File: src/sv/qgkl_pkg.sv
package qgkl_pkg;

    localparam int CFG_W       = 12;
    localparam int CFG_IDX_W   = 3;
    localparam int COORD_W     = 19;
    localparam int DIFF_W      = 20;
    localparam int PROD_W      = 2 * DIFF_W;
    localparam int CMP_W       = PROD_W + 2;
    localparam int IDX_W       = 3;
    localparam int KEY_W       = 8;
    localparam int RECIP_SHIFT = 16;

    localparam int DEF_GRID_COLUMNS = 4;
    localparam int DEF_GRID_ROWS    = 5;

    localparam int TABLE_COLS = 4;
    localparam int TABLE_ROWS = 5;
    localparam int TI_W       = $clog2(TABLE_COLS);
    localparam int TJ_W       = $clog2(TABLE_ROWS);

    localparam logic [KEY_W-1:0] KEY_TABLE [TABLE_COLS][TABLE_ROWS] = '{
        '{"N", "7", "4", "1", "0"},
        '{"/", "8", "5", "2", "0"},
        '{"*", "9", "6", "3", "."},
        '{"-", "+", "+", "E", "E"}
    };

    typedef enum logic [CFG_IDX_W-1:0] {
        CFG_TOP_LEFT_X,
        CFG_TOP_LEFT_Y,
        CFG_TOP_RIGHT_X,
        CFG_TOP_RIGHT_Y,
        CFG_BOTTOM_LEFT_X,
        CFG_BOTTOM_LEFT_Y,
        CFG_BOTTOM_RIGHT_X,
        CFG_BOTTOM_RIGHT_Y
    } cfg_reg_t;

    typedef struct packed {
        logic [CFG_W-1:0] top_left_x;
        logic [CFG_W-1:0] top_left_y;
        logic [CFG_W-1:0] top_right_x;
        logic [CFG_W-1:0] top_right_y;
        logic [CFG_W-1:0] bottom_left_x;
        logic [CFG_W-1:0] bottom_left_y;
        logic [CFG_W-1:0] bottom_right_x;
        logic [CFG_W-1:0] bottom_right_y;
    } corners_t;

    typedef struct packed {
        logic [DIFF_W-1:0] a;
        logic [DIFF_W-1:0] b;
    } mul_req_t;

    typedef enum logic [2:0] {
        ST_IDLE,
        ST_STEP,
        ST_STEP_WB,
        ST_EDGE_N,
        ST_EDGE_P,
        ST_EDGE_CMP,
        ST_CELL_END,
        ST_DONE
    } state_t;

    function automatic logic signed [COORD_W-1:0] sext_cfg(input logic [CFG_W-1:0] v);
        return {{(COORD_W-CFG_W){v[CFG_W-1]}}, v};
    endfunction

endpackage

File: src/sv/qgkl_mul.sv
module qgkl_mul (
    input  logic                                clk,
    input  qgkl_pkg::mul_req_t                  req,
    output logic signed [qgkl_pkg::PROD_W-1:0]  prod
);

    logic signed [qgkl_pkg::DIFF_W-1:0] op_a;
    logic signed [qgkl_pkg::DIFF_W-1:0] op_b;
    logic signed [qgkl_pkg::PROD_W-1:0] prod_reg;

    assign op_a = req.a;
    assign op_b = req.b;

    always_ff @(posedge clk)
    begin
        prod_reg <= qgkl_pkg::PROD_W'(op_a) * qgkl_pkg::PROD_W'(op_b);
    end

    assign prod = prod_reg;

endmodule

File: src/sv/qgkl_ctrl.sv
module qgkl_ctrl #(
    parameter int GRID_COLUMNS = qgkl_pkg::DEF_GRID_COLUMNS,
    parameter int GRID_ROWS    = qgkl_pkg::DEF_GRID_ROWS
) (
    input  logic                                clk,
    input  logic                                rst_n,
    input  qgkl_pkg::corners_t                  cfg,
    input  logic                                in_valid,
    output logic                                in_ready,
    input  logic signed [qgkl_pkg::CFG_W-1:0]   point_x,
    input  logic signed [qgkl_pkg::CFG_W-1:0]   point_y,
    output logic                                out_valid,
    input  logic                                out_ready,
    output logic                                hit,
    output logic [qgkl_pkg::IDX_W-1:0]          cell_column,
    output logic [qgkl_pkg::IDX_W-1:0]          cell_row,
    output logic [qgkl_pkg::KEY_W-1:0]          key_code,
    output qgkl_pkg::mul_req_t                  mul_req,
    input  logic signed [qgkl_pkg::PROD_W-1:0]  mul_prod
);

    localparam int RECIP_ROWS =
        (2 ** qgkl_pkg::RECIP_SHIFT + GRID_ROWS - 1) / GRID_ROWS;
    localparam int RECIP_COLS =
        (2 ** qgkl_pkg::RECIP_SHIFT + GRID_COLUMNS - 1) / GRID_COLUMNS;
    localparam logic [qgkl_pkg::IDX_W-1:0] LAST_COL = qgkl_pkg::IDX_W'(GRID_COLUMNS - 1);
    localparam logic [qgkl_pkg::IDX_W-1:0] LAST_ROW = qgkl_pkg::IDX_W'(GRID_ROWS - 1);

    qgkl_pkg::state_t state_reg, state_next;
    logic [1:0]                       step_idx_reg, step_idx_next;
    logic [1:0]                       edge_reg, edge_next;
    logic                             inside_reg, inside_next;
    logic                             found_reg, found_next;
    logic [qgkl_pkg::IDX_W-1:0]       col_reg, col_next;
    logic [qgkl_pkg::IDX_W-1:0]       row_reg, row_next;
    logic                             out_valid_reg, out_valid_next;

    logic [qgkl_pkg::CFG_W-1:0]              px_reg, px_next;
    logic [qgkl_pkg::CFG_W-1:0]              py_reg, py_next;
    logic signed [qgkl_pkg::COORD_W-1:0]     ldx_reg, ldx_next;
    logic signed [qgkl_pkg::COORD_W-1:0]     ldy_reg, ldy_next;
    logic signed [qgkl_pkg::COORD_W-1:0]     tdx_reg, tdx_next;
    logic signed [qgkl_pkg::COORD_W-1:0]     tdy_reg, tdy_next;
    logic signed [qgkl_pkg::COORD_W-1:0]     base_x_reg, base_x_next;
    logic signed [qgkl_pkg::COORD_W-1:0]     base_y_reg, base_y_next;
    logic signed [qgkl_pkg::COORD_W-1:0]     cur_x_reg, cur_x_next;
    logic signed [qgkl_pkg::COORD_W-1:0]     cur_y_reg, cur_y_next;
    logic signed [qgkl_pkg::DIFF_W-1:0]      a_reg, a_next;
    logic signed [qgkl_pkg::DIFF_W-1:0]      d_reg, d_next;
    logic signed [qgkl_pkg::PROD_W-1:0]      nprod_reg, nprod_next;
    logic                                    hit_reg, hit_next;
    logic [qgkl_pkg::IDX_W-1:0]              col_out_reg, col_out_next;
    logic [qgkl_pkg::IDX_W-1:0]              row_out_reg, row_out_next;
    logic [qgkl_pkg::KEY_W-1:0]              key_reg, key_next;

    // step division through the shared multiplier
    logic signed [qgkl_pkg::COORD_W-1:0] step_diff;
    logic signed [qgkl_pkg::COORD_W-1:0] step_mag;
    logic signed [qgkl_pkg::COORD_W-1:0] step_quot;
    logic signed [qgkl_pkg::COORD_W-1:0] step_val;
    logic signed [qgkl_pkg::DIFF_W-1:0]  step_recip;
    logic signed [qgkl_pkg::COORD_W-1:0] tl_x;
    logic signed [qgkl_pkg::COORD_W-1:0] tl_y;

    // current edge
    logic [1:0]                          edge_b;
    logic signed [qgkl_pkg::COORD_W-1:0] xa, ya, xb, yb;
    logic signed [qgkl_pkg::COORD_W-1:0] px_w, py_w;
    logic                                crosses;
    logic signed [qgkl_pkg::DIFF_W-1:0]  ax, ay, bx, dy;

    // crossing compare
    logic signed [qgkl_pkg::CMP_W-1:0] n_w, p_w, d_w, np, ap, dp;
    logic                              d_neg;
    logic                              toggle;

    // key lookup
    logic [qgkl_pkg::IDX_W-1:0] ti;
    logic [qgkl_pkg::IDX_W-1:0] tj;
    logic [qgkl_pkg::KEY_W-1:0] key_lookup;

    assign tl_x = qgkl_pkg::sext_cfg(cfg.top_left_x);
    assign tl_y = qgkl_pkg::sext_cfg(cfg.top_left_y);
    assign px_w = qgkl_pkg::sext_cfg(px_reg);
    assign py_w = qgkl_pkg::sext_cfg(py_reg);

    always_comb
    begin
        case (step_idx_reg)
            2'd0:    step_diff = qgkl_pkg::sext_cfg(cfg.bottom_left_x) - tl_x;
            2'd1:    step_diff = qgkl_pkg::sext_cfg(cfg.bottom_left_y) - tl_y;
            2'd2:    step_diff = qgkl_pkg::sext_cfg(cfg.top_right_x) - tl_x;
            default: step_diff = qgkl_pkg::sext_cfg(cfg.top_right_y) - tl_y;
        endcase
    end

    assign step_mag   = step_diff[qgkl_pkg::COORD_W-1] ? -step_diff : step_diff;
    assign step_recip = step_idx_reg[1] ? qgkl_pkg::DIFF_W'(RECIP_COLS)
                                        : qgkl_pkg::DIFF_W'(RECIP_ROWS);
    assign step_quot  = qgkl_pkg::COORD_W'(mul_prod[qgkl_pkg::RECIP_SHIFT +: qgkl_pkg::CFG_W]);
    assign step_val   = step_diff[qgkl_pkg::COORD_W-1] ? -step_quot : step_quot;

    // corners in order upper-left, upper-right, lower-right, lower-left
    assign edge_b = edge_reg + 2'd1;

    always_comb
    begin
        xa = cur_x_reg;
        ya = cur_y_reg;
        xb = cur_x_reg;
        yb = cur_y_reg;
        if ((edge_reg == 2'd1) || (edge_reg == 2'd2))
        begin
            xa = xa + tdx_reg;
            ya = ya + tdy_reg;
        end
        if ((edge_reg == 2'd2) || (edge_reg == 2'd3))
        begin
            xa = xa + ldx_reg;
            ya = ya + ldy_reg;
        end
        if ((edge_b == 2'd1) || (edge_b == 2'd2))
        begin
            xb = xb + tdx_reg;
            yb = yb + tdy_reg;
        end
        if ((edge_b == 2'd2) || (edge_b == 2'd3))
        begin
            xb = xb + ldx_reg;
            yb = yb + ldy_reg;
        end
    end

    assign crosses = (py_w <= ya) != (py_w <= yb);
    assign ax = qgkl_pkg::DIFF_W'(px_w) - qgkl_pkg::DIFF_W'(xa);
    assign ay = qgkl_pkg::DIFF_W'(py_w) - qgkl_pkg::DIFF_W'(ya);
    assign bx = qgkl_pkg::DIFF_W'(xb) - qgkl_pkg::DIFF_W'(xa);
    assign dy = qgkl_pkg::DIFF_W'(yb) - qgkl_pkg::DIFF_W'(ya);

    // a < trunc(n / d) without a divider: normalize d positive, then
    // n >= 0: (a + 1) * d <= n, n < 0: a * d < n
    assign n_w   = qgkl_pkg::CMP_W'(nprod_reg);
    assign p_w   = qgkl_pkg::CMP_W'(mul_prod);
    assign d_w   = qgkl_pkg::CMP_W'(d_reg);
    assign d_neg = d_reg[qgkl_pkg::DIFF_W-1];
    assign np    = d_neg ? -n_w : n_w;
    assign ap    = d_neg ? -p_w : p_w;
    assign dp    = d_neg ? -d_w : d_w;
    assign toggle = np[qgkl_pkg::CMP_W-1] ? (ap < np) : ((ap + dp) <= np);

    assign ti = LAST_COL - col_reg;
    assign tj = LAST_ROW - row_reg;

    always_comb
    begin
        key_lookup = '0;
        if ((ti < qgkl_pkg::IDX_W'(qgkl_pkg::TABLE_COLS)) &&
            (tj < qgkl_pkg::IDX_W'(qgkl_pkg::TABLE_ROWS)))
        begin
            key_lookup = qgkl_pkg::KEY_TABLE[ti[qgkl_pkg::TI_W-1:0]][tj[qgkl_pkg::TJ_W-1:0]];
        end
    end

    always_comb
    begin
        state_next     = state_reg;
        step_idx_next  = step_idx_reg;
        edge_next      = edge_reg;
        inside_next    = inside_reg;
        found_next     = found_reg;
        col_next       = col_reg;
        row_next       = row_reg;
        out_valid_next = out_valid_reg && !out_ready;
        px_next        = px_reg;
        py_next        = py_reg;
        ldx_next       = ldx_reg;
        ldy_next       = ldy_reg;
        tdx_next       = tdx_reg;
        tdy_next       = tdy_reg;
        base_x_next    = base_x_reg;
        base_y_next    = base_y_reg;
        cur_x_next     = cur_x_reg;
        cur_y_next     = cur_y_reg;
        a_next         = a_reg;
        d_next         = d_reg;
        nprod_next     = nprod_reg;
        hit_next       = hit_reg;
        col_out_next   = col_out_reg;
        row_out_next   = row_out_reg;
        key_next       = key_reg;
        mul_req        = '0;

        case (state_reg)
            qgkl_pkg::ST_IDLE:
            begin
                if (in_valid)
                begin
                    px_next       = point_x;
                    py_next       = point_y;
                    step_idx_next = 2'd0;
                    found_next    = 1'b0;
                    state_next    = qgkl_pkg::ST_STEP;
                end
            end

            qgkl_pkg::ST_STEP:
            begin
                mul_req.a  = qgkl_pkg::DIFF_W'(step_mag);
                mul_req.b  = step_recip;
                state_next = qgkl_pkg::ST_STEP_WB;
            end

            qgkl_pkg::ST_STEP_WB:
            begin
                case (step_idx_reg)
                    2'd0:    ldx_next = step_val;
                    2'd1:    ldy_next = step_val;
                    2'd2:    tdx_next = step_val;
                    default: tdy_next = step_val;
                endcase
                if (step_idx_reg == 2'd3)
                begin
                    col_next    = '0;
                    row_next    = '0;
                    base_x_next = tl_x;
                    base_y_next = tl_y;
                    cur_x_next  = tl_x;
                    cur_y_next  = tl_y;
                    edge_next   = 2'd0;
                    inside_next = 1'b0;
                    state_next  = qgkl_pkg::ST_EDGE_N;
                end
                else
                begin
                    step_idx_next = step_idx_reg + 2'd1;
                    state_next    = qgkl_pkg::ST_STEP;
                end
            end

            qgkl_pkg::ST_EDGE_N:
            begin
                if (crosses)
                begin
                    mul_req.a  = ay;
                    mul_req.b  = bx;
                    a_next     = ax;
                    d_next     = dy;
                    state_next = qgkl_pkg::ST_EDGE_P;
                end
                else if (edge_reg == 2'd3)
                begin
                    state_next = qgkl_pkg::ST_CELL_END;
                end
                else
                begin
                    edge_next = edge_b;
                end
            end

            qgkl_pkg::ST_EDGE_P:
            begin
                nprod_next = mul_prod;
                mul_req.a  = a_reg;
                mul_req.b  = d_reg;
                state_next = qgkl_pkg::ST_EDGE_CMP;
            end

            qgkl_pkg::ST_EDGE_CMP:
            begin
                inside_next = inside_reg ^ toggle;
                if (edge_reg == 2'd3)
                begin
                    state_next = qgkl_pkg::ST_CELL_END;
                end
                else
                begin
                    edge_next  = edge_b;
                    state_next = qgkl_pkg::ST_EDGE_N;
                end
            end

            qgkl_pkg::ST_CELL_END:
            begin
                edge_next   = 2'd0;
                inside_next = 1'b0;
                state_next  = qgkl_pkg::ST_EDGE_N;
                if (inside_reg)
                begin
                    found_next = 1'b1;
                    state_next = qgkl_pkg::ST_DONE;
                end
                else if (row_reg == LAST_ROW)
                begin
                    if (col_reg == LAST_COL)
                    begin
                        state_next = qgkl_pkg::ST_DONE;
                    end
                    else
                    begin
                        col_next    = col_reg + 1'b1;
                        row_next    = '0;
                        base_x_next = base_x_reg + tdx_reg;
                        base_y_next = base_y_reg + tdy_reg;
                        cur_x_next  = base_x_reg + tdx_reg;
                        cur_y_next  = base_y_reg + tdy_reg;
                    end
                end
                else
                begin
                    row_next   = row_reg + 1'b1;
                    cur_x_next = cur_x_reg + ldx_reg;
                    cur_y_next = cur_y_reg + ldy_reg;
                end
            end

            qgkl_pkg::ST_DONE:
            begin
                if (!out_valid_reg || out_ready)
                begin
                    out_valid_next = 1'b1;
                    hit_next       = found_reg;
                    col_out_next   = found_reg ? col_reg : '0;
                    row_out_next   = found_reg ? row_reg : '0;
                    key_next       = found_reg ? key_lookup : '0;
                    state_next     = qgkl_pkg::ST_IDLE;
                end
            end

            default:
            begin
                state_next = qgkl_pkg::ST_IDLE;
            end
        endcase
    end

    always_ff @(posedge clk or negedge rst_n)
    begin
        if (!rst_n)
        begin
            state_reg     <= qgkl_pkg::ST_IDLE;
            step_idx_reg  <= '0;
            edge_reg      <= '0;
            inside_reg    <= 1'b0;
            found_reg     <= 1'b0;
            col_reg       <= '0;
            row_reg       <= '0;
            out_valid_reg <= 1'b0;
        end
        else
        begin
            state_reg     <= state_next;
            step_idx_reg  <= step_idx_next;
            edge_reg      <= edge_next;
            inside_reg    <= inside_next;
            found_reg     <= found_next;
            col_reg       <= col_next;
            row_reg       <= row_next;
            out_valid_reg <= out_valid_next;
        end
    end

    always_ff @(posedge clk)
    begin
        px_reg      <= px_next;
        py_reg      <= py_next;
        ldx_reg     <= ldx_next;
        ldy_reg     <= ldy_next;
        tdx_reg     <= tdx_next;
        tdy_reg     <= tdy_next;
        base_x_reg  <= base_x_next;
        base_y_reg  <= base_y_next;
        cur_x_reg   <= cur_x_next;
        cur_y_reg   <= cur_y_next;
        a_reg       <= a_next;
        d_reg       <= d_next;
        nprod_reg   <= nprod_next;
        hit_reg     <= hit_next;
        col_out_reg <= col_out_next;
        row_out_reg <= row_out_next;
        key_reg     <= key_next;
    end

    assign in_ready    = (state_reg == qgkl_pkg::ST_IDLE);
    assign out_valid   = out_valid_reg;
    assign hit         = hit_reg;
    assign cell_column = col_out_reg;
    assign cell_row    = row_out_reg;
    assign key_code    = key_reg;

endmodule

File: src/sv/quad_grid_key_locator.sv
// each click first runs the step setup, then tests cells in turn until a hit or the
// last cell, using the shared 20x20 multiplier: one product per step division and
// two per crossing edge
// throughput: one click at a time; the next is taken the cycle after the result is
// registered, which waits only while an earlier result beat is still unclaimed
// reset: control state and all eight corner registers clear to zero
module quad_grid_key_locator #(
    parameter int GRID_COLUMNS = qgkl_pkg::DEF_GRID_COLUMNS,
    parameter int GRID_ROWS    = qgkl_pkg::DEF_GRID_ROWS
) (
    input  logic                                  clk,
    input  logic                                  rst_n,
    input  logic                                  cfg_valid,
    output logic                                  cfg_ready,
    input  logic [qgkl_pkg::CFG_IDX_W-1:0]        cfg_index,
    input  logic signed [qgkl_pkg::CFG_W-1:0]     cfg_data,
    input  logic                                  in_valid,
    output logic                                  in_ready,
    input  logic signed [qgkl_pkg::CFG_W-1:0]     point_x,
    input  logic signed [qgkl_pkg::CFG_W-1:0]     point_y,
    output logic                                  out_valid,
    input  logic                                  out_ready,
    output logic                                  hit,
    output logic [qgkl_pkg::IDX_W-1:0]            cell_column,
    output logic [qgkl_pkg::IDX_W-1:0]            cell_row,
    output logic [qgkl_pkg::KEY_W-1:0]            key_code
);

    qgkl_pkg::corners_t                 cfg_reg, cfg_next;
    qgkl_pkg::mul_req_t                 mul_req;
    logic signed [qgkl_pkg::PROD_W-1:0] mul_prod;

    assign cfg_ready = 1'b1;

    always_comb
    begin
        cfg_next = cfg_reg;
        if (cfg_valid)
        begin
            case (qgkl_pkg::cfg_reg_t'(cfg_index))
                qgkl_pkg::CFG_TOP_LEFT_X:     cfg_next.top_left_x     = cfg_data;
                qgkl_pkg::CFG_TOP_LEFT_Y:     cfg_next.top_left_y     = cfg_data;
                qgkl_pkg::CFG_TOP_RIGHT_X:    cfg_next.top_right_x    = cfg_data;
                qgkl_pkg::CFG_TOP_RIGHT_Y:    cfg_next.top_right_y    = cfg_data;
                qgkl_pkg::CFG_BOTTOM_LEFT_X:  cfg_next.bottom_left_x  = cfg_data;
                qgkl_pkg::CFG_BOTTOM_LEFT_Y:  cfg_next.bottom_left_y  = cfg_data;
                qgkl_pkg::CFG_BOTTOM_RIGHT_X: cfg_next.bottom_right_x = cfg_data;
                qgkl_pkg::CFG_BOTTOM_RIGHT_Y: cfg_next.bottom_right_y = cfg_data;
                default:                      cfg_next                = cfg_reg;
            endcase
        end
    end

    always_ff @(posedge clk or negedge rst_n)
    begin
        if (!rst_n)
        begin
            cfg_reg <= '0;
        end
        else
        begin
            cfg_reg <= cfg_next;
        end
    end

    qgkl_mul u_mul (
        .clk  (clk),
        .req  (mul_req),
        .prod (mul_prod)
    );

    qgkl_ctrl #(
        .GRID_COLUMNS (GRID_COLUMNS),
        .GRID_ROWS    (GRID_ROWS)
    ) u_ctrl (
        .clk         (clk),
        .rst_n       (rst_n),
        .cfg         (cfg_reg),
        .in_valid    (in_valid),
        .in_ready    (in_ready),
        .point_x     (point_x),
        .point_y     (point_y),
        .out_valid   (out_valid),
        .out_ready   (out_ready),
        .hit         (hit),
        .cell_column (cell_column),
        .cell_row    (cell_row),
        .key_code    (key_code),
        .mul_req     (mul_req),
        .mul_prod    (mul_prod)
    );

endmodule

File: config.mk
export PLATFORM = sky130hd
export DESIGN_NAME = quad_grid_key_locator
export DESIGN_NICKNAME = d
export VERILOG_FILES = /design/src/sv/qgkl_pkg.sv /design/src/sv/qgkl_mul.sv /design/src/sv/qgkl_ctrl.sv /design/src/sv/quad_grid_key_locator.sv
export SDC_FILE = /design/constraint.sdc
export NUM_CORES = 2
export LEC_CHECK = 0
export BUFFER_PORTS_ARGS = -buffer_cell sky130_fd_sc_hd__buf_2
export CORE_MARGIN = 2
export CORE_UTILIZATION = 40
export DETAILED_ROUTE_END_ITERATION = 8
export HOLD_SLACK_MARGIN = 0.15
export PLACE_DENSITY = 0.56
export SLEW_MARGIN = 20
export SYNTH_ARGS = -nofsm -noshare
export SYNTH_HDL_FRONTEND = slang
export SYNTH_HIERARCHICAL = 1
export SYNTH_SLANG_ARGS = --single-unit
File: constraint.sdc
create_clock -name clk -period 39.3 [get_ports clk]
set_input_delay 3.93 -clock clk [delete_from_list [all_inputs] [get_ports clk]]
set_output_delay 3.93 -clock clk [all_outputs]
set_load 0.01 [all_outputs]
; ---- After elaboration in Yosys (flattened, before gate mapping)
; Cells that the tools add are included.
[word_totals]
out_inout_bits = 18
input_bits = 44
reg_bits = 399
elab_cells = 222
[op_classes]
n_addsub = 30
n_reduce_logical = 39
multipliers = 1
eq_ne = 35
n_lt_le_gt_ge = 8
n_bitwise = 4
n_mux = 73
[op_table]
columns = cell, n
row1 = two-way mux 19 bit, 22
row2 = adder 19 bit, 10
row3 = one-hot mux 19 bit (2 select lines), 4
row4 = two-way mux 42 bit, 3
row5 = two-way mux 40 bit, 3
row6 = one-hot mux 40 bit (3 select lines), 1
row7 = negator 40 -> 42 bit, 2
row8 = binary-select mux 40 bit (select 2 bit), 1
row9 = one-hot mux 19 bit (3 select lines), 1
row10 = subtractor 12 x 12 -> 13 bit, 4
row11 = two-way mux 3 bit, 15
row12 = adder 42 bit, 1
row13 = less-or-equal comparator 42 bit, 1
row14 = less-than comparator 42 bit, 1
row15 = negator 20 -> 42 bit, 1
row16 = multiplier 20 x 20 -> 40 bit, 1
row17 = subtractor 12 x 19 -> 20 bit, 2
row18 = subtractor 19 x 19 -> 20 bit, 2
row19 = less-or-equal comparator 12 x 19 -> 1 bit, 2
row20 = AND reduction 2 bit, 15
row21 = binary-select mux 8 bit (select 3 bit), 1
row22 = one-hot mux 3 bit (8 select lines), 1
row23 = equality test 3 bit (second input constant), 7
row24 = negator 12 -> 19 bit, 1
row25 = other kinds (42), 88

; ---- Depth between registers and ports, before layout
[depth]
depth_word = 11
ltp_mapped = 57
depth_no_buf = 55

; ---- Modules after synthesis
; Netlist, hierarchy kept.
[by_module_without_submodules]
columns = mod, seq_area_each_um2, cells_each, area_each_um2, n_inst
row1 = qgkl_ctrl, 8508.2, 3631, 31735.4, 1
row2 = qgkl_mul, 800.8, 1700, 16017.9, 1
row3 = quad_grid_key_locator, 2402.3, 210, 3686.0, 1

; ---- Worst setup path before layout
; No wires, ideal clock.
[synth_path]
path_kind = reg2reg
from = register u_ctrl.edge_reg[0]
to = register u_mul.prod_reg (netlist bit u_mul/prod[27])
stages_incl_launch_ff = 47
slack_ns = 26.416
setup_ns = 0.103
required_ns = 39.197
arrival_time_ns = 12.781
period_less_slack_ns = 12.884
path_cell_list = dfrtp_1 > inv_1 > ha_1 > buf_1 > xnor2_1 > clkbuf_1 > mux2i_1 > inv_1 > ha_1 > a211oi_1 > o21ai_0 > a2111oi_0 > o31ai_1 > or4b_1 > a31o_1 > xor2_1 > mux2i_1 > ha_1 > (+11 left out) > fa_1 > fa_1 > inv_1 > fa_1 > fa_1 > fa_1 > inv_1 > fa_1 > inv_1 > ha_1 > nand4_1 > or3_1 > or3_1 > o211ai_2 > a21o_1 > a21o_4 > a31oi_1 > a2111oi_2
[synth_lines]
columns = item, line_no
row1 = "start, declared", qgkl_ctrl.sv:31  ; logic [1:0] edge_reg, edge_next;
row2 = "start signal, assigned", qgkl_ctrl.sv:353  ; edge_reg <= edge_next;
row3 = "end signal, assigned", qgkl_mul.sv:16  ; prod_reg <= qgkl_pkg::PROD_W'(op_a) * qgkl_pkg::PROD_W'(op_b);
row4 = "end, declared", qgkl_mul.sv:9  ; logic signed [qgkl_pkg::PROD_W-1:0] prod_reg;

==> results.sh <==
export IMPL_synth_cells=5489
export IMPL_tightestPinTransition_ps=1350
export IMPL_grt_ovfl_total=0
export IMPL_die_h_um=359
export IMPL_nets=6528
export IMPL_cts_made_buffers=52
export IMPL_die_w_um=359
export IMPL_grt_max_degree=71
export IMPL_core_mm2=0.126
export IMPL_post_route_cells_drive_above_1_share_pct=6.95
export IMPL_cts_buffer_depth=3
export IMPL_dieArea_mm2=0.129
export IMPL_syn_area_mm2=0.0505
export IMPL_worstHoldPathCells=0
export IMPL_hold_path_end="u_ctrl/nprod_reg[1]"
export IMPL_largest_reg_flops=72
export IMPL_max_freq_mhz=65.4
export IMPL_slowest_stage="a221o_1"
export IMPL_vias=40100
export IMPL_row_count=130
export IMPL_avgSynthCellArea_um2=9.21
export IMPL_final_antenna_net_count=0
export IMPL_reg2reg_depth=45
export IMPL_setup_viol=0
export IMPL_hold_buffers=0
export IMPL_cp_required_ps=39850
export IMPL_cts_root_buffer="clkbuf_16"
export IMPL_finalCritPeriodShare_pct=38.9
export IMPL_io_buffers=59
export IMPL_track_usage_pct=24.3
export IMPL_min_path_type="register to register"
export IMPL_status="finished, final reports clean"
export IMPL_start_util_pct=40.2
export IMPL_slew_headroom_pct=9.85
export IMPL_period_minus_slack_ps=15290
export IMPL_cts_clk_slew_worst_paths_ps=60
export IMPL_timing_rr_start="u_ctrl/edge_reg[0]"
export IMPL_cts_setup_buffers=0
export IMPL_globalplace_congestion=0.944
export IMPL_drtIter0Drc=3402
export IMPL_grt_pass1_vias=39900
export IMPL_wirelength_mm=158
export IMPL_drc=0
export IMPL_r2r_end="u_mul/prod[36]"
export IMPL_cts_tree="yes"
export IMPL_cts_resized_gates=0
export IMPL_worst_setup_path_end_kind="register"
export IMPL_max_cap_violations=0
export IMPL_worst_ep_arrival_time_ps=15850
export IMPL_ys_warn_count=6
export IMPL_antenna_found_initial=4
export IMPL_worstHoldStart="u_mul/prod[1]"
export IMPL_grt_first_pass_wirelength_mm=242
export IMPL_dp_hpwl_mm=128
export IMPL_cts_max_level=2
export IMPL_io_pins=62
export IMPL_cp_slowest_stage_delay_ps=890
export IMPL_drt_pass1_iterations=5
export IMPL_area_growth_syn_to_layout_pct=8.08
export IMPL_rsz0062_at_grt="false"
export IMPL_cp_max_fo=64
export IMPL_r2r_setup_slack_ps=24010
export IMPL_vias_per_cell=5.58
export IMPL_critical_path_class="register to register"
export IMPL_skew_ps=66.1
export IMPL_wire_per_inst_um=22.0
export IMPL_cp_start_kind="register"
export IMPL_clk_insertion_delay_late_ps=680
export IMPL_finalMaxSlewViolations=0
export IMPL_clkSinkCount=398
export IMPL_setup_tns_ps=0
export IMPL_hold_viol=0
[cell usage in the layout (no fill, tap or decap), types with 88 or more instances in the layout]
cell,count
xnor2_1,248
o21ai_0,323
ha_1,550
fa_1,437
edfxtp_1,270
dfrtp_1,88
a21oi_1,281
inv_1,574
mux2_2,116
xor2_1,178
nor3_1,99
nand2_1,500
nor2_1,314
a21o_1,137
and2_1,250
[worst max-delay path, delay by kind of cell, from the launching register on]
kind | cells | cell delay, ps
mux | 3 | 910
buf+inv | 9 | 1800
simple gates | 9 | 2570
compound gates | 10 | 3380
xor+xnor | 3 | 440
flops | 1 | 690
fa+ha+maj | 11 | 5290
[worst max path at each step]
stage | from | endpoint | cells after the start
global placement | u_ctrl/edge_reg[0] | u_mul/prod[36] | 51
detailed placement | u_ctrl/edge_reg[0] | u_mul/prod[36] | 45
global route | u_ctrl/edge_reg[0] | u_mul/prod[38] | 51
finish | u_ctrl/edge_reg[0] | u_mul/prod[36] | 45
floorplan | u_ctrl/edge_reg[0] | u_mul/prod[27] | 46
CTS | u_ctrl/edge_reg[0] | u_mul/prod[36] | 45
[area by class of cell]
cell class	instances	area, µm²
antenna	2	5.00
clock buffer	76	1620
clock inverter	21	270
multi-input combinational	4355	36700
sequential	398	11100
timing repair buffer	113	711
fill	12400	70900
inverter	576	2160
tap	1650	2060
[metrics by stage]
step	area, µm²	hold WS (ps)	setup slack [ps]	std cells	utilization, %
after floorplan	50600	424	26420	5510	-
after global placement	52700	445	24680	7091	42.0
after detailed placement	52700	440	24340	7091	42.0
after CTS	54600	457	24270	7188	43.5
after global routing	54600	470	23090	7189	43.5
final	54600	455	24010	7191	43.5
[layer usage]
layer | routed length (µm) | global-route usage (%)
met4 | 4950 | 7.23
met2 | 73500 | 40.2
met3 | 8410 | 2.84
met5 | 0 | 0
met1 | 71400 | 33.3
Power is not shown: default switching activity piles up to over one toggle a cycle in this logic, so the estimate is an artifact.
